### src/rtl/core/ctc_pkg.sv
// Shared types, constants and helpers for the contingency table counter.
// No dependencies; every other file of the block imports this package.
`default_nettype none

package ctc_pkg;

  localparam int unsigned FIELD_VARS   = 4;
  localparam int unsigned VIDX_BITS    = $clog2(FIELD_VARS);
  localparam int unsigned TABLE_DEPTH  = 65536;
  localparam int unsigned ADDR_BITS    = $clog2(TABLE_DEPTH);
  localparam int unsigned COUNT_BITS   = 32;
  localparam int unsigned OUT_BITS     = 32;
  localparam int unsigned VAL_BITS     = 4;
  localparam int unsigned CARD_BITS    = 5;
  localparam int unsigned CARD_MAX     = 16;
  localparam int unsigned MASK_BITS    = FIELD_VARS;
  localparam int unsigned KEY_BITS     = VAL_BITS * FIELD_VARS;
  localparam int unsigned CMP_BITS     = ((ADDR_BITS > KEY_BITS) ? ADDR_BITS : KEY_BITS) + 1;
  localparam int unsigned IDX_BITS     = 3;
  localparam int unsigned CFG_DATA_BITS = CARD_BITS;

  typedef logic [VAL_BITS-1:0]   val_t;
  typedef logic [CARD_BITS-1:0]  card_t;
  typedef logic [ADDR_BITS-1:0]  addr_t;
  typedef logic [COUNT_BITS-1:0] cnt_t;
  typedef logic [KEY_BITS-1:0]   key_t;

  localparam cnt_t COUNT_MAX = '1;

  typedef enum logic {
    CMD_ADD   = 1'b0,
    CMD_QUERY = 1'b1
  } cmd_e;

  typedef enum logic {
    STATUS_OK    = 1'b0,
    STATUS_RANGE = 1'b1
  } status_e;

  typedef enum logic [IDX_BITS-1:0] {
    REG_CARD_A    = 3'd0,
    REG_CARD_B    = 3'd1,
    REG_CARD_C    = 3'd2,
    REG_CARD_D    = 3'd3,
    REG_KEEP_MASK = 3'd4
  } reg_e;

  typedef enum logic [2:0] {
    ST_CLEAR,
    ST_IDLE,
    ST_KEY,
    ST_RD,
    ST_WR,
    ST_WALK,
    ST_DRAIN,
    ST_HOLD
  } state_e;

  typedef struct packed {
    card_t [FIELD_VARS-1:0] card;
    logic  [MASK_BITS-1:0]  keep;
  } cfg_t;

  typedef struct packed {
    logic  we;
    logic  re;
    addr_t addr;
    cnt_t  wdata;
  } ram_req_t;

  function automatic card_t eff_card(card_t raw);
    card_t c;
    c = raw;
    if (raw == '0) begin
      c = card_t'(1);
    end else if (raw > card_t'(CARD_MAX)) begin
      c = card_t'(CARD_MAX);
    end
    return c;
  endfunction

endpackage

`default_nettype wire

### src/rtl/core/ctc_if.sv
// Valid/ready channel interfaces for the row/query input and the result output.
// Depends on ctc_pkg for field widths.
`default_nettype none

interface ctc_in_if;
  import ctc_pkg::*;

  logic                valid;
  logic                ready;
  logic                cmd;
  logic [VAL_BITS-1:0] val_a;
  logic [VAL_BITS-1:0] val_b;
  logic [VAL_BITS-1:0] val_c;
  logic [VAL_BITS-1:0] val_d;

  modport source (output valid, cmd, val_a, val_b, val_c, val_d, input ready);
  modport sink   (input valid, cmd, val_a, val_b, val_c, val_d, output ready);
endinterface

interface ctc_out_if;
  import ctc_pkg::*;

  logic                valid;
  logic                ready;
  logic [OUT_BITS-1:0] count;
  logic                status;

  modport source (output valid, count, status, input ready);
  modport sink   (input valid, count, status, output ready);
endinterface

`default_nettype wire

### src/rtl/core/ctc_engine.sv
// Control engine: clearing pass, key build, read-modify-write and marginal walk.
// Depends on ctc_pkg and ctc_if; drives ctc_table_ram.
`default_nettype none

module ctc_engine (
  input  logic              clk_i,
  input  logic              rst_ni,
  input  ctc_pkg::cfg_t     cfg_i,
  ctc_in_if.sink            in_ch,
  ctc_out_if.source         out_ch,
  output ctc_pkg::ram_req_t ram_req_o,
  input  ctc_pkg::cnt_t     ram_rdata_i
);
  import ctc_pkg::*;

  state_e                state_q, state_d;
  cmd_e                  cmd_q, cmd_d;
  val_t [FIELD_VARS-1:0] val_q, val_d;
  logic [VIDX_BITS-1:0]  step_q, step_d;
  key_t                  key_q, key_d;
  addr_t                 addr_q, addr_d;
  val_t [FIELD_VARS-1:0] dig_q, dig_d;
  cnt_t                  res_q, res_d;
  status_e               res_st_q, res_st_d;
  logic                  pend_q, pend_d;
  logic                  hit_q, hit_d;
  logic                  out_valid_q, out_valid_d;
  logic [OUT_BITS-1:0]   out_count_q, out_count_d;
  status_e               out_st_q, out_st_d;

  val_t [FIELD_VARS-1:0] in_vals;
  logic                  add_bad, qry_bad;
  logic [FIELD_VARS-1:0] dig_max;
  val_t [FIELD_VARS-1:0] dig_nxt;
  logic                  carry;
  logic                  hit_now;
  logic                  last_cell;
  logic [KEY_BITS+CARD_BITS-1:0] key_prod;
  logic [CMP_BITS-1:0]   key_ext;
  addr_t                 key_addr;
  cnt_t                  cell_inc;
  logic [COUNT_BITS:0]   acc_sum;
  logic [63:0]           res_wide;
  logic [OUT_BITS-1:0]   res_out;

  assign in_vals[0] = in_ch.val_a;
  assign in_vals[1] = in_ch.val_b;
  assign in_vals[2] = in_ch.val_c;
  assign in_vals[3] = in_ch.val_d;

  always_comb begin
    add_bad = 1'b0;
    qry_bad = 1'b0;
    hit_now = 1'b1;
    for (int i = 0; i < FIELD_VARS; i++) begin
      if (card_t'(in_vals[i]) >= cfg_i.card[i]) begin
        add_bad = 1'b1;
        if (cfg_i.keep[i]) begin
          qry_bad = 1'b1;
        end
      end
      if (cfg_i.keep[i] && (dig_q[i] != val_q[i])) begin
        hit_now = 1'b0;
      end
      dig_max[i] = (card_t'(dig_q[i]) == (cfg_i.card[i] - card_t'(1)));
    end
  end

  // mixed-radix increment, last variable least significant
  always_comb begin
    carry = 1'b1;
    for (int i = FIELD_VARS - 1; i >= 0; i--) begin
      dig_nxt[i] = dig_q[i];
      if (carry) begin
        if (dig_max[i]) begin
          dig_nxt[i] = '0;
        end else begin
          dig_nxt[i] = dig_q[i] + val_t'(1);
          carry      = 1'b0;
        end
      end
    end
  end

  assign last_cell = (&dig_max) || (addr_q == addr_t'(TABLE_DEPTH - 1));
  assign key_prod  = (KEY_BITS+CARD_BITS)'(key_q) * (KEY_BITS+CARD_BITS)'(cfg_i.card[step_q])
                   + (KEY_BITS+CARD_BITS)'(val_q[step_q]);
  assign key_ext   = CMP_BITS'(key_q);
  assign key_addr  = key_ext[ADDR_BITS-1:0];
  assign cell_inc  = (ram_rdata_i == COUNT_MAX) ? COUNT_MAX : ram_rdata_i + cnt_t'(1);
  assign acc_sum   = (COUNT_BITS+1)'(res_q) + (COUNT_BITS+1)'(ram_rdata_i);
  assign res_wide  = 64'(res_q);
  assign res_out   = (res_wide > 64'(32'hFFFF_FFFF)) ? '1 : res_wide[OUT_BITS-1:0];

  always_comb begin
    state_d     = state_q;
    cmd_d       = cmd_q;
    val_d       = val_q;
    step_d      = step_q;
    key_d       = key_q;
    addr_d      = addr_q;
    dig_d       = dig_q;
    res_d       = res_q;
    res_st_d    = res_st_q;
    pend_d      = 1'b0;
    hit_d       = 1'b0;
    out_valid_d = out_valid_q && !out_ch.ready;
    out_count_d = out_count_q;
    out_st_d    = out_st_q;
    ram_req_o   = '0;
    in_ch.ready = 1'b0;

    if (pend_q && hit_q) begin
      res_d = acc_sum[COUNT_BITS] ? COUNT_MAX : acc_sum[COUNT_BITS-1:0];
    end

    case (state_q)
      ST_CLEAR: begin
        ram_req_o.we   = 1'b1;
        ram_req_o.addr = addr_q;
        ram_req_o.wdata = '0;
        addr_d = addr_q + addr_t'(1);
        if (addr_q == addr_t'(TABLE_DEPTH - 1)) begin
          addr_d  = '0;
          state_d = ST_IDLE;
        end
      end
      ST_IDLE: begin
        in_ch.ready = 1'b1;
        if (in_ch.valid) begin
          cmd_d    = cmd_e'(in_ch.cmd);
          val_d    = in_vals;
          key_d    = '0;
          step_d   = '0;
          addr_d   = '0;
          dig_d    = '0;
          res_d    = '0;
          res_st_d = STATUS_OK;
          if ((in_ch.cmd == CMD_ADD) ? add_bad : qry_bad) begin
            res_st_d = STATUS_RANGE;
            state_d  = ST_HOLD;
          end else if (in_ch.cmd == CMD_ADD) begin
            state_d = ST_KEY;
          end else begin
            state_d = ST_WALK;
          end
        end
      end
      ST_KEY: begin
        key_d  = key_prod[KEY_BITS-1:0];
        step_d = step_q + VIDX_BITS'(1);
        if (step_q == VIDX_BITS'(FIELD_VARS - 1)) begin
          state_d = ST_RD;
        end
      end
      ST_RD: begin
        if (key_ext >= CMP_BITS'(TABLE_DEPTH)) begin
          res_st_d = STATUS_RANGE;
          state_d  = ST_HOLD;
        end else begin
          ram_req_o.re   = 1'b1;
          ram_req_o.addr = key_addr;
          state_d        = ST_WR;
        end
      end
      ST_WR: begin
        ram_req_o.we    = 1'b1;
        ram_req_o.addr  = key_addr;
        ram_req_o.wdata = cell_inc;
        res_d           = cell_inc;
        state_d         = ST_HOLD;
      end
      ST_WALK: begin
        ram_req_o.re   = 1'b1;
        ram_req_o.addr = addr_q;
        pend_d         = 1'b1;
        hit_d          = hit_now;
        dig_d          = dig_nxt;
        addr_d         = addr_q + addr_t'(1);
        if (last_cell) begin
          state_d = ST_DRAIN;
        end
      end
      ST_DRAIN: begin
        state_d = ST_HOLD;
      end
      ST_HOLD: begin
        if (!out_valid_q || out_ch.ready) begin
          out_valid_d = 1'b1;
          out_count_d = res_out;
          out_st_d    = res_st_q;
          state_d     = ST_IDLE;
        end
      end
      default: begin
        state_d = ST_IDLE;
      end
    endcase
  end

  always_ff @(posedge clk_i or negedge rst_ni) begin
    if (!rst_ni) begin
      state_q     <= ST_CLEAR;
      addr_q      <= '0;
      pend_q      <= 1'b0;
      out_valid_q <= 1'b0;
    end else begin
      state_q     <= state_d;
      addr_q      <= addr_d;
      pend_q      <= pend_d;
      out_valid_q <= out_valid_d;
    end
  end

  always_ff @(posedge clk_i) begin
    cmd_q       <= cmd_d;
    val_q       <= val_d;
    step_q      <= step_d;
    key_q       <= key_d;
    dig_q       <= dig_d;
    res_q       <= res_d;
    res_st_q    <= res_st_d;
    hit_q       <= hit_d;
    out_count_q <= out_count_d;
    out_st_q    <= out_st_d;
  end

  assign out_ch.valid  = out_valid_q;
  assign out_ch.count  = out_count_q;
  assign out_ch.status = out_st_q;

  a_port_exclusive: assert property (@(posedge clk_i) disable iff (!rst_ni)
    !(ram_req_o.we && ram_req_o.re))
    else $error("table read and write in the same cycle");

  a_wr_after_rd: assert property (@(posedge clk_i) disable iff (!rst_ni)
    (state_q == ST_WR) |-> ($past(state_q) == ST_RD))
    else $error("cell write without a preceding read");

  a_hold_drains: assert property (@(posedge clk_i) disable iff (!rst_ni)
    (state_q == ST_HOLD && !out_valid_q) |=> (state_q == ST_IDLE))
    else $error("result not loaded into free output register");

  a_range_zero: assert property (@(posedge clk_i) disable iff (!rst_ni)
    (out_valid_q && out_st_q == STATUS_RANGE) |-> (out_count_q == '0))
    else $error("dropped row reports nonzero count");

endmodule

`default_nettype wire

### src/flat_wrapper.sv
// flat-port wrapper written by rule: the top's interface ports become plain ports
module ctc_engine_flat import ctc_pkg::*;
  (clk_i, rst_ni, cfg_i, ram_req_o, ram_rdata_i, in_ch_valid, in_ch_cmd, in_ch_val_a, in_ch_val_b, in_ch_val_c, in_ch_val_d, in_ch_ready, out_ch_valid, out_ch_count, out_ch_status, out_ch_ready);
  ctc_in_if in_ch_i ();
  ctc_out_if out_ch_i ();
  input  logic clk_i;
  input  logic rst_ni;
  input  ctc_pkg::cfg_t cfg_i;
  output ctc_pkg::ram_req_t ram_req_o;
  input  ctc_pkg::cnt_t ram_rdata_i;
  input wire logic [$bits(in_ch_i.valid)-1:0] in_ch_valid;
  input wire logic [$bits(in_ch_i.cmd)-1:0] in_ch_cmd;
  input wire logic [$bits(in_ch_i.val_a)-1:0] in_ch_val_a;
  input wire logic [$bits(in_ch_i.val_b)-1:0] in_ch_val_b;
  input wire logic [$bits(in_ch_i.val_c)-1:0] in_ch_val_c;
  input wire logic [$bits(in_ch_i.val_d)-1:0] in_ch_val_d;
  output wire logic [$bits(in_ch_i.ready)-1:0] in_ch_ready;
  output wire logic [$bits(out_ch_i.valid)-1:0] out_ch_valid;
  output wire logic [$bits(out_ch_i.count)-1:0] out_ch_count;
  output wire logic [$bits(out_ch_i.status)-1:0] out_ch_status;
  input wire logic [$bits(out_ch_i.ready)-1:0] out_ch_ready;
  assign in_ch_i.valid = in_ch_valid;
  assign in_ch_i.cmd = in_ch_cmd;
  assign in_ch_i.val_a = in_ch_val_a;
  assign in_ch_i.val_b = in_ch_val_b;
  assign in_ch_i.val_c = in_ch_val_c;
  assign in_ch_i.val_d = in_ch_val_d;
  assign in_ch_ready = in_ch_i.ready;
  assign out_ch_valid = out_ch_i.valid;
  assign out_ch_count = out_ch_i.count;
  assign out_ch_status = out_ch_i.status;
  assign out_ch_i.ready = out_ch_ready;
  ctc_engine u_core (.clk_i(clk_i), .rst_ni(rst_ni), .cfg_i(cfg_i), .in_ch(in_ch_i), .out_ch(out_ch_i), .ram_req_o(ram_req_o), .ram_rdata_i(ram_rdata_i));
endmodule
### config.mk
export PLATFORM = sky130hd
export DESIGN_NAME = ctc_engine_flat
export DESIGN_NICKNAME = d
export VERILOG_FILES = /design/src/rtl/core/ctc_pkg.sv /design/src/rtl/core/ctc_if.sv /design/src/rtl/core/ctc_engine.sv /design/src/flat_wrapper.sv
export SDC_FILE = /design/constraint.sdc
export NUM_CORES = 1
export LEC_CHECK = 0
export ABC_AREA = 1
export CORE_UTILIZATION = 47
export CTS_BUF_LIST = sky130_fd_sc_hd__clkbuf_16
export DETAILED_ROUTE_END_ITERATION = 8
export DONT_BUFFER_PORTS = 1
export PLACE_DENSITY_LB_ADDON = 0.3
export SETUP_SLACK_MARGIN = 0.4
export SYNTH_ARGS = -nofsm -noshare
export SYNTH_HDL_FRONTEND = slang
export SYNTH_SLANG_ARGS = --single-unit
### constraint.sdc
create_clock -name clk_i -period 4.8 [get_ports clk_i]
set_input_delay 0.48 -clock clk_i [delete_from_list [all_inputs] [get_ports clk_i]]
set_output_delay 0.48 -clock clk_i [all_outputs]
set_load 0.02 [all_outputs]
==> impl_results.md <==
* Largest net degree at the start of global routing at 34
* Crit path max fanout at 13
* Syn Inst Count at between 1500 and 2000
* Synth Area in XOR/XNOR at 0.04780
* H-tree depth at 4
* RD Place Congestion at approximately 0.97
* P_sw at 1.036 mW
* Adder-cell share of the synthesized area at 0.1498
* Final setup fails at 0
* Violated checks: design-rule violations
* Pins Over Slew Limit at 0
* Initial antenna violation count at 0
* Io pins at approximately 160
* Max_cap viols at 0
* Final Non-Filler Cells at about 2100
* Arrival time worst endpoint at approximately 4.4 ns
* WS Path Type: reg -> reg
* Largest family of logic cells by synthesized area: simple AND/OR/NAND/NOR gates
* Vias in the first global route at around 12000
* CORE AREA at roughly 26000 um^2
* Async SR Flop Fraction at 0.1522
* Row count at 59
* # nets final at between 1500 and 2000
* # DRC at 12
* Synth Warn # at 0
* Overflow after GRT at 0
* Clock share of power at 0.432
* Syn Nets at approximately 2000
* Clock Pin Slew Worst Setup and Hold Paths at 0.07 ns
* Max Fclk at between 200 and 250 MHz
* Leak at slightly below 7 nW
* RSZ-0062 raised after global routing: false
* CP startpoint kind: register
* CTS tree: yes
* Sequential fraction of the synthesis area at 0.2933
* VDD IR max at ~0.22 mV
* Hold crit path type: in -> reg
* DR WL/cell at about 18 um
* CTS Buf Count at 17
* Post-synth EDFFs at 84
* Post-route setup TNS at 0 ns
* Total number of vias at between 10000 and 15000
* Worst Path Required at ~5 ns
* HPWL Detailed at 30.18 mm
* Die Height at ~170 um
* Most common cell after layout, fill and taps aside: nand2_1
* Die area at about 28000 um^2
* Final Cycle Share at 0.8793
* Area growth syn-to-layout at 10.62%
* First drt pass iteration count at 8
* Gr usage total at 0.2824
* Main synth FF type: edfxtp_1
* Cell Area, Synth at between 10000 and 15000 um^2
* Commonest cells after routing, fill and taps aside: 367 x nand2_1, 307 x inv_1, 244 x nor2_1
* Gate power share at 0.179
* FF+latch count, synth at between 100 and 150
* Cell variety after synth at 53
* Power Density at 248.3 nW/um^2
* Flop pwr share at 0.389
* Cells after DPL at between 2000 and 2500
* Clk Latency, worst-skew pair at around 0.44 ns
* Buffers on Ports at 0
* Starting Density at 0.4825
* Routed WL at 38.01 mm
* First-pass GRT wire length at 60.99 mm
* Sw frac at 0.2984
* Compound-Gate Fraction of Synth Area at 0.1108
* Post-synthesis mux area share at 0
* Via density at approximately 5.5
* Endpoint type of the worst setup path: register
* Root buffer cell: clkbuf_16
* Slew margin rel. at 0.3302
* Max clock buf depth at 2
* Outcome: complete, but fails checks
* Minimum clock period at between 4 and 5 ns
* Hold Fails Final Rpt at 0
* Share of cells above drive strength 1 at 0.08430
* Final ANT Viol Nets at 0
* Internal power at about 2.4 mW
* Filler cell count at about 2500
* Slew @ Worst Pin at around 1.0 ns
* Initial DRC count at 876
* Clock skew at ~0.010 ns
* Diode count at 0
* Clock sink total at ~140
* Syn avg cell area at a little over 7 um^2
* Die X-Extent at ~170 um
* Post-Synth Simple-Gate Area at 0.2923
* Hold slack at between 0.1 and 0.15 ns
per-stage QoR:
| step | cell area (um^2) | power (mW) | util | setup WS, ns |
|---|---|---|---|---|
| after floorplan | 12640 | 1.821 | - | 0.5856 |
| after global placement | 13000 | 1.942 | 0.4961 | 0.2184 |
| after detailed placement | 13000 | 1.953 | 0.4961 | 0.1968 |
| after CTS | 13710 | 3.457 | 0.5230 | 0.4020 |
| after global routing | 13990 | 3.619 | 0.5337 | 0.3802 |
| final | 13990 | 3.472 | 0.5337 | 0.5793 |
layer usage:
layer,wire (um),global-route usage,up-vias
met5,0,0,-
met4,1695,0.1398,0
met3,3059,0.06721,110
met2,17870,0.4735,515
met1,15380,0.3395,5402
li1,-,-,5763
logic make-up (layout without fill, tap and decap cells):
| group | after synthesis | after routing |
|---|---|---|
| simple gates | 858 | 858 |
| fa+ha+maj | 128 | 128 |
| buf+inv | 341 | 368 |
| xor+xnor | 69 | 69 |
| compound gates | 242 | 242 |
| flops | 138 | 138 |
worst paths after layout:
path	start	end	slack [ns]	cells after the start
max reg2reg	u_core.step_q[0]$_SDFFCE_PN0P_	u_core.key_addr[15]$_SDFFCE_PN0P_	0.58	17
max in group asynchronous	rst_ni	u_core.pend_q$_DFF_PN0_	3.56	1
min in group asynchronous	rst_ni	u_core.addr_q[15]$_DFFE_PN0P_	0.64	1
min reg2reg	u_core.res_st_q$_SDFFCE_PP1P_	u_core.out_ch.status$_DFFE_PP_	0.42	0
max	u_core.step_q[0]$_SDFFCE_PN0P_	u_core.key_addr[15]$_SDFFCE_PN0P_	0.58	17
min	in_ch_val_c[2]	u_core.val_q[10]$_DFFE_PP_	0.14	0
cell type report:
class | count | area, um^2 | area share
sequential | 138 | 3709 | 0.2652
multi-input combinational | 1297 | 7855 | 0.5616
timing repair buffer | 20 | 163.9 | 0.01172
tap | 335 | 419.2 | 0.02997
inverter | 316 | 1190 | 0.08508
clock buffer | 17 | 425.4 | 0.03042
clock inverter | 15 | 224.0 | 0.01601
sequential cells by signal, summed over array words and instances (netlist names):
name	flops
u_core.out_ch.count	32
u_core.out_ch.valid	1
u_core.hit_q	1
u_core.out_ch.status	1
u_core.pend_q	1
u_core.key_addr	16
u_core.res_st_q	1
u_core.val_q	16
u_core.dig_q	16
u_core.state_q	3
u_core.step_q	2
u_core.addr_q	16
u_core.res_q	32
worst max-delay path, stage by stage, from the launching register on:
cell and delay, ns:
edfxtp_1 0.37, buf_6 0.16, o21ai_0 0.21, nand2_2 0.14, buf_6 0.17, nor2_1 0.14
fa_1 0.44, fa_1 0.54, inv_1 0.06, fa_1 0.56, inv_1 0.08, ha_4 0.25
a21oi_2 0.20, o21ai_2 0.09, o21ai_1 0.20, o2111ai_2 0.16, a21oi_1 0.15, nor2_1 0.06
power by group through the flow:
stage / registers, mW / clock network (mW) / logic (mW)
2_1_floorplan: 1.36 / 0 / 0.464
3_3_place_gp: 1.37 / 0 / 0.571
3_5_place_dp: 1.37 / 0 / 0.582
4_1_cts: 1.35 / 1.52 / 0.590
5_1_grt: 1.36 / 1.57 / 0.695
6_report: 1.35 / 1.50 / 0.623
synth_stat cells (10+ instances only):
master | instances | area (um^2)
nand2_1 | 377 | 1415
dfxtp_1 | 33 | 660.6
nor3_1 | 37 | 185.2
o22ai_1 | 15 | 93.84
inv_1 | 308 | 1156
nand3_1 | 112 | 560.5
xor2_1 | 50 | 437.9
o21ai_0 | 86 | 430.4
xnor2_1 | 19 | 166.4
o21ai_2 | 18 | 157.7
a21o_1 | 10 | 75.07
a21oi_1 | 79 | 395.4
nor2_1 | 254 | 953.4
dfrtp_1 | 21 | 525.5
edfxtp_1 | 84 | 2522
ha_1 | 89 | 1114
nand4_1 | 31 | 193.9
fa_1 | 39 | 780.8
repair_timing:
| item | in CTS | in global routing |
|---|---|---|
| setup buffers | 6 | 3 |
| cloned | 0 | 0 |
| gates resized for setup | 1 | 63 |
| hold buffers | 1 | 0 |
| hold endpoints to repair | 21 | 0 |
| setup endpoints to repair | 7 | 9 |
| pin swaps | 1 | 12 |
(Power assumes the default switching activity.)
