--- config.mk ---
export PLATFORM = sky130hd
export DESIGN_NAME = ctc_cfg_regs
export DESIGN_NICKNAME = d
export VERILOG_FILES = /design/src/rtl/core/ctc_pkg.sv /design/src/rtl/core/ctc_cfg_regs.sv
export SDC_FILE = /design/constraint.sdc
export NUM_CORES = 1
export LEC_CHECK = 0
export ABC_CLOCK_PERIOD_IN_PS = 1100
export BUFFER_PORTS_ARGS = -buffer_cell sky130_fd_sc_hd__buf_2
export CORE_ASPECT_RATIO = 0.9
export CORE_MARGIN = 2
export CORE_UTILIZATION = 49
export CTS_CLUSTER_DIAMETER = 80
export DETAILED_ROUTE_END_ITERATION = 12
export GPL_TIMING_DRIVEN = 0
export PLACE_DENSITY = 0.76
export SYNTH_ARGS = -nofsm -noshare
export SYNTH_HDL_FRONTEND = slang
export SYNTH_SLANG_ARGS = --single-unit
--- constraint.sdc ---
create_clock -name clk_i -period 1.1 [get_ports clk_i]
set_input_delay 0.22 -clock clk_i [delete_from_list [all_inputs] [get_ports clk_i]]
set_output_delay 0.22 -clock clk_i [all_outputs]
set_load 0.05 [all_outputs]
--- src/rtl/core/ctc_pkg.sv ---
// Shared types, constants and helpers for the contingency table counter.
// No dependencies; every other file of the block imports this package.
`default_nettype none

package ctc_pkg;

  localparam int unsigned FIELD_VARS   = 4;
  localparam int unsigned VIDX_BITS    = $clog2(FIELD_VARS);
  localparam int unsigned TABLE_DEPTH  = 65536;
  localparam int unsigned ADDR_BITS    = $clog2(TABLE_DEPTH);
  localparam int unsigned COUNT_BITS   = 32;
  localparam int unsigned OUT_BITS     = 32;
  localparam int unsigned VAL_BITS     = 4;
  localparam int unsigned CARD_BITS    = 5;
  localparam int unsigned CARD_MAX     = 16;
  localparam int unsigned MASK_BITS    = FIELD_VARS;
  localparam int unsigned KEY_BITS     = VAL_BITS * FIELD_VARS;
  localparam int unsigned CMP_BITS     = ((ADDR_BITS > KEY_BITS) ? ADDR_BITS : KEY_BITS) + 1;
  localparam int unsigned IDX_BITS     = 3;
  localparam int unsigned CFG_DATA_BITS = CARD_BITS;

  typedef logic [VAL_BITS-1:0]   val_t;
  typedef logic [CARD_BITS-1:0]  card_t;
  typedef logic [ADDR_BITS-1:0]  addr_t;
  typedef logic [COUNT_BITS-1:0] cnt_t;
  typedef logic [KEY_BITS-1:0]   key_t;

  localparam cnt_t COUNT_MAX = '1;

  typedef enum logic {
    CMD_ADD   = 1'b0,
    CMD_QUERY = 1'b1
  } cmd_e;

  typedef enum logic {
    STATUS_OK    = 1'b0,
    STATUS_RANGE = 1'b1
  } status_e;

  typedef enum logic [IDX_BITS-1:0] {
    REG_CARD_A    = 3'd0,
    REG_CARD_B    = 3'd1,
    REG_CARD_C    = 3'd2,
    REG_CARD_D    = 3'd3,
    REG_KEEP_MASK = 3'd4
  } reg_e;

  typedef enum logic [2:0] {
    ST_CLEAR,
    ST_IDLE,
    ST_KEY,
    ST_RD,
    ST_WR,
    ST_WALK,
    ST_DRAIN,
    ST_HOLD
  } state_e;

  typedef struct packed {
    card_t [FIELD_VARS-1:0] card;
    logic  [MASK_BITS-1:0]  keep;
  } cfg_t;

  typedef struct packed {
    logic  we;
    logic  re;
    addr_t addr;
    cnt_t  wdata;
  } ram_req_t;

  function automatic card_t eff_card(card_t raw);
    card_t c;
    c = raw;
    if (raw == '0) begin
      c = card_t'(1);
    end else if (raw > card_t'(CARD_MAX)) begin
      c = card_t'(CARD_MAX);
    end
    return c;
  endfunction

endpackage

`default_nettype wire

--- src/rtl/core/ctc_cfg_regs.sv ---
// Configuration registers: cardinalities and keep mask, with clamped outputs.
// Depends on ctc_pkg.
`default_nettype none

module ctc_cfg_regs (
  input  logic                             clk_i,
  input  logic                             rst_ni,
  input  logic                             cfg_we_i,
  input  logic [ctc_pkg::IDX_BITS-1:0]     cfg_idx_i,
  input  logic [ctc_pkg::CFG_DATA_BITS-1:0] cfg_wdata_i,
  output ctc_pkg::cfg_t                    cfg_o
);
  import ctc_pkg::*;

  card_t [FIELD_VARS-1:0] card_q;
  logic  [MASK_BITS-1:0]  keep_q;

  always_ff @(posedge clk_i or negedge rst_ni) begin
    if (!rst_ni) begin
      card_q <= {FIELD_VARS{card_t'(1)}};
      keep_q <= '1;
    end else if (cfg_we_i) begin
      case (cfg_idx_i)
        REG_CARD_A:    card_q[0] <= cfg_wdata_i;
        REG_CARD_B:    card_q[1] <= cfg_wdata_i;
        REG_CARD_C:    card_q[2] <= cfg_wdata_i;
        REG_CARD_D:    card_q[3] <= cfg_wdata_i;
        REG_KEEP_MASK: keep_q    <= cfg_wdata_i[MASK_BITS-1:0];
        default: begin
        end
      endcase
    end
  end

  always_comb begin
    for (int i = 0; i < FIELD_VARS; i++) begin
      cfg_o.card[i] = eff_card(card_q[i]);
    end
    cfg_o.keep = keep_q;
  end

endmodule

`default_nettype wire

==> flow_metrics.env, run 1 <==
export IMPL_drc_errors=0
export IMPL_grt_usage=0.237
export IMPL_htreeDepth=1
export IMPL_clock_sinks=24
export IMPL_drt_iter0_markers=5
export IMPL_fmax_ghz=0.606
export IMPL_design_core_area_um2=2140
export IMPL_wire_per_inst_um=16.7
export IMPL_synthesis_nets=92
export IMPL_synth_area_um2=1100
export IMPL_p_per_area_nw_per_um2=2190
export IMPL_violations="negative setup slack"
export IMPL_synth_warnings=0
export IMPL_min_path_type="in2reg"
export IMPL_path_cells="or3_4, a21oi_4, buf_6"
export IMPL_fin_ws_ns=-0.551
export IMPL_fin_skew_ns=0
export IMPL_first_pass_iters=3
export IMPL_irDropWorstVdd_uv=1880
export IMPL_grt_ovfl_total=0
export IMPL_vias_per_cell=5.11
export IMPL_slowest_delay_ns=0.42
export IMPL_yosysSeqAreaShare=0.555
export IMPL_synthCells=81
export IMPL_grt_antenna_before_repair=0
export IMPL_slew_violations=0
export IMPL_antenna_cells=0
export IMPL_final_cells=159
export IMPL_synth_top_area_frac=0.364
export IMPL_required_ns=0.88
export IMPL_status="complete, but fails checks"
export IMPL_yosysTopAreaCell="dfrtp_1"
export IMPL_critPathCaptureType="output port"
export IMPL_start_util=0.514
export IMPL_period_share=1.50
export IMPL_synth_top_flop_cell="dfrtp_1"
export IMPL_synth_edf_count=0
export IMPL_arrival_ns=1.43
export IMPL_min_period_ns=1.65
export IMPL_synth_most_common_cell="mux2_2"
export IMPL_ys_top_cells_by_count="mux2_2 (24), dfrtp_1 (16), nor2b_1 (12)"
export IMPL_numCtsBuffers=3
export IMPL_tightest_slew_ns=0.512
export IMPL_yosys_top_cells_area="dfrtp_1 (36%), mux2_2 (25%), dfstp_2 (19%), nor2b_1 (6.8%), and4bb_2 (3.4%)"
export IMPL_syn_avg_cell_area_um2=13.6
export IMPL_cts_reportedPaths_clkPinSlew_ns=0.13
export IMPL_grt_pass1_vias=861
export IMPL_synthArstFlopShare=1.00
export IMPL_nNetsFinal=144
export IMPL_design_area_um2=1780
export IMPL_p_total_mw=3.91
export IMPL_p_leak_nw=0.791
export IMPL_drive_gt1_frac=0.833
export IMPL_drt_wl_total_mm=2.65
export IMPL_clock_path_buffers=2
export IMPL_path_class="reg2out"
export IMPL_io_buffer_count=34
export IMPL_timing_hold_ws_ns=0.203
export IMPL_rows=16
export IMPL_die_height_um=49.0
export IMPL_cpMaxStageDelayCell="dfrtp_1"
export IMPL_start_kind="register"
export IMPL_placed_cells=142
export IMPL_cp_max_fo=2
export IMPL_cp_buffers_inverters=1
export IMPL_synth_seq_cells=24
export IMPL_boundaryPins=35
export IMPL_postPlaceCellArea_um2=1440
export IMPL_insertion_delay_ns=0.32
export IMPL_gp_congestion=0.724
export IMPL_finalSetupViolations=24
export IMPL_syn_to_final_growth_pct=61.9
export IMPL_maxCapViolCount=0
export IMPL_synth_cell_type_count=11
export IMPL_ant_nets=0
export IMPL_hold_viol_final=0
export IMPL_cts_root_buffer="clkbuf_4"
export IMPL_vias=812
export IMPL_grt_setup_unrepaired="yes"
export IMPL_hpwl_mm=1.80
export IMPL_dieArea_um2=2640
export IMPL_cts_tree="yes"
export IMPL_grt_pass1_wl_mm=4.26
export IMPL_fp_dieW_um=54.0
export IMPL_place_ws_ns=-0.277
export IMPL_maxSlewHeadroom=0.659
export IMPL_cp_top_family="flip-flops"
export IMPL_grt_max_degree=25
## logic make-up after synthesis
logic type      Yosys count  share of synthesized area
mux                      24                      0.245
flops                    24                      0.555
simple gates             21                      0.155
buf+inv                   8                     0.0273
compound gates            4                     0.0182
## per-layer routing
| metal | wire [µm] | GRT usage |
|---|---|---|
| met1 | 1110 | 0.286 |
| met2 | 1370 | 0.390 |
| met3 | 80 | 0.0399 |
| met4 | 85 | 0.128 |
| met5 | 0 | 0 |
## cells in the final DEF, fill, tap and decap left out, types with 2 or more instances in the layout
| master | instances |
|---|---|
| buf_2 | 10 |
| mux2_2 | 24 |
| buf_8 | 6 |
| clkbuf_1 | 4 |
| a21oi_4 | 4 |
| nor2b_2 | 2 |
| or3_4 | 4 |
| dfrtp_2 | 4 |
| dfstp_2 | 8 |
| nor2b_4 | 10 |
| dfrtp_1 | 12 |
| inv_1 | 4 |
| and4bb_2 | 3 |
| clkbuf_4 | 3 |
| buf_6 | 23 |
| buf_4 | 7 |
## state kept, by name, indices dropped and copies added, names as in the netlist
| register | cells |
|---|---|
| keep_q | 4 |
| card_q | 20 |
## timing repair
item	CTS	global route
gates resized for setup	60	5
endpoints found under the setup margin	24	24
endpoints found under the hold margin	16	0
hold buffers	1	0
pin swaps	2	0
buffers inserted	10	3
## per-stage QoR
stage                     setup TNS [ns]   util
after floorplan                    -1.60      -
after global placement             -3.44  0.672
after detailed placement           -4.27  0.672
after CTS                          -6.97  0.816
after global routing               -8.03  0.832
final                              -7.07  0.832
## final timing paths
| check | startpoint | endpoint | slack [ns] | cells after the start |
|---|---|---|---|---|
| max | card_q[12] | cfg_o[14] | -0.55 | 3 |
| min | cfg_wdata_i[4] | card_q[9] | 0.20 | 2 |
| max reg2reg | card_q[17] | card_q[17] | 0.07 | 3 |
| min reg2reg | card_q[7] | card_q[7] | 0.55 | 1 |
| max in group asynchronous | rst_ni | card_q[4] | 0.35 | 2 |
| min in group asynchronous | rst_ni | card_q[6] | 0.38 | 2 |
## final cells by class
| type | instances | area, µm² |
|---|---|---|
| timing repair buffer | 47 | 462 |
| inverter | 4 | 15.0 |
| sequential | 24 | 616 |
| multi-input combinational | 49 | 606 |
| fill | 123 | 359 |
| clock buffer | 4 | 36.3 |
| buffer | 4 | 15.0 |
| tap | 27 | 33.8 |
## worst reg2reg max path, cell delays in order, from the launching register on
cell and delay (ns):
dfrtp_1 0.42, buf_6 0.13, buf_4 0.12, mux2_2 0.26
## power by group
group / internal, mW / leakage [nW] / switching, mW
Clock: 0.203 / 0.0210 / 0.260
Combinational: 0.974 / 0.498 / 1.11
Sequential: 1.13 / 0.272 / 0.234
(Power assumes the default switching activity.)
==> run 2, diff against run 1 <==
--- a/config.mk
+++ b/config.mk
@@ -6,14 +6,14 @@
 export NUM_CORES = 1
 export LEC_CHECK = 0
 export ABC_CLOCK_PERIOD_IN_PS = 1100
-export BUFFER_PORTS_ARGS = -buffer_cell sky130_fd_sc_hd__buf_2
+export BUFFER_PORTS_ARGS = -buffer_cell sky130_fd_sc_hd__buf_4
 export CORE_ASPECT_RATIO = 0.9
 export CORE_MARGIN = 2
 export CORE_UTILIZATION = 49
 export CTS_CLUSTER_DIAMETER = 80
 export DETAILED_ROUTE_END_ITERATION = 12
 export GPL_TIMING_DRIVEN = 0
-export PLACE_DENSITY = 0.76
+export PLACE_DENSITY = 0.77
 export SYNTH_ARGS = -nofsm -noshare
 export SYNTH_HDL_FRONTEND = slang
 export SYNTH_SLANG_ARGS = --single-unit
==> run 2 against run 1 <==
  * Critical endpoint is now cfg_o[9]
  * Routed wire length is 0.57% lower
  * Worst hold slack worse by 0.031 ns
  * Clock power is 37% higher
  * Combinational power hardly changed
  * Register-to-register slack worse by 0.08 ns
  * Sequential power hardly changed
  * Maximum frequency is 2.3% lower
  * Die area stayed put
  * Clock skew stayed put
  * The run still ends with negative setup slack left
  * Sequential share of layout area is 0.60 points lower
  * Largest cell class unchanged
==> flow_metrics.env, run 2 (synthesized netlist as in run 1, its figures left out) <==
export IMPL_status="complete, but fails checks"
export IMPL_violations="negative setup slack"
export IMPL_hold_end="card_q[19]"
export IMPL_cp_top_family="flip-flops"
export IMPL_slew_violations=0
export IMPL_grt_usage=0.226
export IMPL_p_leak_nw=0.800
export IMPL_fmax_ghz=0.592
export IMPL_drc_errors=0
export IMPL_maxCapViolCount=0
export IMPL_biggestRegsByFlops="card_q x20, keep_q x4"
export IMPL_antenna_cells=0
export IMPL_seq_area_um2=616
export IMPL_nNetsFinal=142
export IMPL_maxSlewHeadroom=0.749
export IMPL_fin_ws_ns=-0.590
export IMPL_placed_cells=142
export IMPL_period_share=1.54
export IMPL_arrival_ns=1.47
export IMPL_grt_pass1_wl_mm=4.20
export IMPL_layout_common_cells="mux2_2 (24), buf_6 (23), buf_4 (15)"
export IMPL_fill_cells=113
export IMPL_finalSetupViolations=25
export IMPL_boundaryPins=35
export IMPL_slowest_delay_ns=0.44
export IMPL_fin_setup_tns_ns=-6.94
export IMPL_tightest_slew_ns=0.374
export IMPL_required_ns=0.88
export IMPL_ant_nets=0
export IMPL_rows=16
export IMPL_critPathCaptureType="output port"
export IMPL_drt_iter0_markers=6
export IMPL_path_cells="or3_4, a21oi_4, buf_6"
export IMPL_final_cells=157
export IMPL_regMostFlops="card_q"
export IMPL_reg2reg_depth=4
export IMPL_insertion_delay_ns=0.31
export IMPL_die_height_um=49.0
export IMPL_postPlaceCellArea_um2=1530
export IMPL_drive_gt1_frac=0.831
export IMPL_cp_max_fo=2
export IMPL_fp_dieW_um=54.0
export IMPL_design_area_um2=1810
export IMPL_start_util=0.514
export IMPL_grt_max_degree=25
export IMPL_first_pass_iters=3
export IMPL_clock_path_buffers=2
export IMPL_vias_per_cell=5.29
export IMPL_largest_reg_flops=20
export IMPL_syn_to_final_growth_pct=64.8
export IMPL_cts_reportedPaths_clkPinSlew_ns=0.14
export IMPL_grt_antenna_before_repair=0
export IMPL_reg2reg_to="card_q[17]"
export IMPL_p_per_area_nw_per_um2=2250
export IMPL_utilization=0.847
export IMPL_r2r_start="card_q[17]"
export IMPL_cts_tree="yes"
export IMPL_min_period_ns=1.69
export IMPL_grt_setup_unrepaired="yes"
export IMPL_multiInputGateArea_um2=611
export IMPL_numCtsBuffers=3
export IMPL_drt_wl_total_mm=2.63
export IMPL_path_class="reg2out"
export IMPL_vias=830
export IMPL_cp_buffers_inverters=1
export IMPL_fin_skew_ns=0
export IMPL_wire_per_inst_um=16.8
export IMPL_grt_pass1_vias=834
export IMPL_htreeDepth=1
export IMPL_place_ws_ns=-0.226
export IMPL_whs_path_depth=2
export IMPL_cts_root_buffer="clkbuf_4"
export IMPL_min_path_type="in2reg"
export IMPL_clock_sinks=24
export IMPL_hp_start="cfg_wdata_i[4]"
export IMPL_irDropWorstVdd_uv=1800
export IMPL_reg2reg_slack_ns=-0.01
export IMPL_design_core_area_um2=2140
export IMPL_start_kind="register"
export IMPL_cpMaxStageDelayCell="dfrtp_1"
export IMPL_io_buffer_count=34
export IMPL_dieArea_um2=2640
export IMPL_cp_depth=3
export IMPL_layout_commonest_cell="mux2_2"
export IMPL_grt_ovfl_total=0
export IMPL_hold_viol_final=0
export IMPL_gp_congestion=0.719
run 2: cell count changes in the layout (fill, tap and decap cells not counted), sizes merged:
cell and change:
clkbuf -1, buf -2, bufinv +1
run 2: worst max path at each step:
| stage | slack [ns] | from | to |
|---|---|---|---|
| 3_5_place_dp | -0.23 | card_q[6] | cfg_o[9] |
| 6_report | -0.59 | card_q[6] | cfg_o[9] |
| 2_1_floorplan | -0.20 | card_q[11] | cfg_o[14] |
| 4_1_cts | -0.55 | card_q[8] | cfg_o[9] |
| 5_1_grt | -0.62 | card_q[8] | cfg_o[9] |
| 3_3_place_gp | -0.21 | card_q[6] | cfg_o[9] |
run 2: area by class of cell:
type,instances,share of cell area
flip-flops and latches,24,0.339
multi-input cells,49,0.337
repair buffers,45,0.260
well taps,27,0.0186
clock inverters,1,0.0166
clock buffers,3,0.0124
plain buffers,4,0.00828
inverters,4,0.00828
run 2: layer usage:
metal	up-vias	track usage	part of all wire
met5	-	0	0
met4	0	0.0726	0.017
met3	6	0.0460	0.041
met2	23	0.380	0.53
met1	418	0.285	0.41
li1	383	-	-
run 2: repair_timing:
action | 4_1_cts | 5_1_grt
endpoints found under the setup margin | 24 | 24
endpoints found under the hold margin | 16 | 0
gates resized for setup | 39 | 3
hold buffers | 1 | 0
setup buffers | 8 | 3
pin swaps | 0 | 1
run 2: per-stage QoR:
step                      hold slack, ns  total power [mW]
after CTS                          0.168              4.03
after floorplan                  -0.0756              2.58
after global routing               0.160              4.24
final                              0.172              4.08
after global placement             0.130              3.00
after detailed placement           0.130              3.04
run 2: power by group:
part           internal (mW)  switching [mW]  leakage, nW
sequential              1.13           0.249        0.272
combinational          0.971            1.09        0.501
clock                  0.368           0.265       0.0279
total                   2.47            1.61        0.800
==> run 3, diff against run 2 <==
--- a/config.mk
+++ b/config.mk
@@ -5,15 +5,15 @@
 export SDC_FILE = /design/constraint.sdc
 export NUM_CORES = 1
 export LEC_CHECK = 0
-export ABC_CLOCK_PERIOD_IN_PS = 1100
+export ABC_CLOCK_PERIOD_IN_PS = 2000
 export BUFFER_PORTS_ARGS = -buffer_cell sky130_fd_sc_hd__buf_4
 export CORE_ASPECT_RATIO = 0.9
 export CORE_MARGIN = 2
-export CORE_UTILIZATION = 49
+export CORE_UTILIZATION = 53
 export CTS_CLUSTER_DIAMETER = 80
 export DETAILED_ROUTE_END_ITERATION = 12
 export GPL_TIMING_DRIVEN = 0
-export PLACE_DENSITY = 0.77
+export PLACE_DENSITY = 0.85
 export SYNTH_ARGS = -nofsm -noshare
 export SYNTH_HDL_FRONTEND = slang
 export SYNTH_SLANG_ARGS = --single-unit
==> constraint.sdc (replaced) <==
create_clock -name clk_i -period 2 [get_ports clk_i]
set_input_delay 0.4 -clock clk_i [delete_from_list [all_inputs] [get_ports clk_i]]
set_output_delay 0.4 -clock clk_i [all_outputs]
set_load 0.05 [all_outputs]
==> run 3 against run 2 <==
  * The run now ends clean
  * Worst setup slack better by 0.72 ns
  * Critical path depth unchanged
  * Register-to-register slack improved by 1.2 ns
  * Utilization is 11 points lower
  * Design area shrank 22%
  * Sequential share of layout area grew 9.1 points
  * Die area shrank 7.0%
  * Worst hold slack gained 0.18 ns
  * Sequential cell count unchanged
==> flow_metrics.env, run 3 (synthesized netlist as in run 1, its figures left out) <==
export IMPL_fin_skew_ns=0
export IMPL_ctsResizeCount=0
export IMPL_grt_ovfl_total=0
export IMPL_biggestRegsByFlops="card_q x20, keep_q x4"
export IMPL_grt_max_degree=25
export IMPL_wire_per_inst_um=14.7
export IMPL_cts_reportedPaths_clkPinSlew_ns=0.12
export IMPL_rows=15
export IMPL_clock_sinks=24
export IMPL_drt_iter0_markers=2
export IMPL_min_period_ns=1.87
export IMPL_insertion_delay_ns=0.30
export IMPL_die_height_um=47.2
export IMPL_largest_reg_flops=20
export IMPL_boundaryPins=35
export IMPL_grt_usage=0.193
export IMPL_timing_hold_ws_ns=0.352
export IMPL_critPathCaptureType="output port"
export IMPL_vias_per_cell=5.28
export IMPL_drive_gt1_frac=0.613
export IMPL_design_core_area_um2=1930
export IMPL_p_total_mw=1.73
export IMPL_maxCapViolCount=0
export IMPL_path_class="reg2out"
export IMPL_drt_wl_total_mm=2.11
export IMPL_fmax_ghz=0.534
export IMPL_hpwl_mm=1.56
export IMPL_fp_dieW_um=52.0
export IMPL_p_leak_nw=0.642
export IMPL_final_cells=144
export IMPL_p_per_area_nw_per_um2=1220
export IMPL_htreeDepth=1
export IMPL_fin_ws_ns=0.128
export IMPL_first_pass_iters=3
export IMPL_clock_path_buffers=2
export IMPL_grt_pass1_wl_mm=3.38
export IMPL_layout_common_cells="buf_4 (34), mux2_2 (24), dfrtp_1 (16)"
export IMPL_ant_nets=0
export IMPL_cts_tree="yes"
export IMPL_dieArea_um2=2460
export IMPL_grt_setup_unrepaired="no"
export IMPL_arrival_ns=1.47
export IMPL_maxSlewHeadroom=0.745
export IMPL_nNetsFinal=132
export IMPL_io_buffer_count=34
export IMPL_cts_root_buffer="clkbuf_4"
export IMPL_antenna_cells=0
export IMPL_numCtsBuffers=3
export IMPL_drc_errors=0
export IMPL_cp_max_fo=3
export IMPL_hold_viol_final=0
export IMPL_grt_pass1_vias=763
export IMPL_status="finished clean"
export IMPL_placed_cells=140
export IMPL_grt_antenna_before_repair=0
export IMPL_layout_commonest_cell="buf_4"
export IMPL_gp_congestion=0.722
export IMPL_syn_to_final_growth_pct=29.0
export IMPL_regMostFlops="card_q"
export IMPL_start_kind="register"
export IMPL_vias=761
export IMPL_finalSetupViolations=0
export IMPL_tightest_slew_ns=0.380
export IMPL_period_share=0.936
export IMPL_required_ns=1.60
export IMPL_min_path_type="in2reg"
export IMPL_slew_violations=0
export IMPL_start_util=0.570
export IMPL_irDropWorstVdd_uv=725
export IMPL_fin_setup_tns_ns=0
export IMPL_place_ws_ns=0.463
[run 3: what timing repair did]
item	in CTS	in global routing
hold endpoints to repair	16	0
setup endpoints to repair	0	0
hold buffers	1	0
setup buffers	0	0
[run 3: worst max-delay path, stage by stage (launching register included)]
cell	delay [ns]
dfrtp_1	0.40
or3_1	0.38
a21oi_1	0.17
buf_4	0.22
[run 3: through the flow]
| stage | util | area [µm²] |
|---|---|---|
| after global routing | 0.735 | 1420 |
| final | 0.735 | 1420 |
| after floorplan | - | 1100 |
| after detailed placement | 0.718 | 1390 |
| after CTS | 0.735 | 1420 |
| after global placement | 0.718 | 1390 |
[run 3: cell type report]
class | instances | area [µm²]
Sequential cell | 24 | 611
Fill cell | 128 | 513
Multi-Input combinational cell | 49 | 460
Timing Repair Buffer | 35 | 265
Tap cell | 25 | 31.3
Clock buffer | 3 | 22.5
Buffer | 4 | 15.0
Inverter | 4 | 15.0
[run 3: where the power goes]
part	total, mW	switching (mW)	leakage (nW)	internal, mW
sequential	0.696	0.0789	0.276	0.617
combinational	0.827	0.536	0.352	0.291
clock	0.203	0.132	0.0138	0.0703
total	1.73	0.747	0.642	0.979
[run 3: routing by layer]
layer	vias up	global-route usage	part of all wire
met4	0	0.0789	0.0099
met3	3	0.0350	0.065
li1	357	-	-
met2	28	0.357	0.48
met5	-	0	0
met1	373	0.227	0.45
[run 3: path summary, 6_finish.rpt]
| path | from | cells past startpoint | slack (ns) | endpoint |
|---|---|---|---|---|
| min in group asynchronous | rst_ni | 2 | 0.52 | card_q[9] |
| max in group asynchronous | rst_ni | 2 | 1.20 | keep_q[0] |
| hold / removal | cfg_wdata_i[4] | 2 | 0.35 | card_q[9] |
| hold reg to reg | card_q[17] | 1 | 0.53 | card_q[17] |
| setup / recovery | card_q[11] | 3 | 0.13 | cfg_o[14] |
| setup reg to reg | card_q[14] | 1 | 1.17 | card_q[14] |
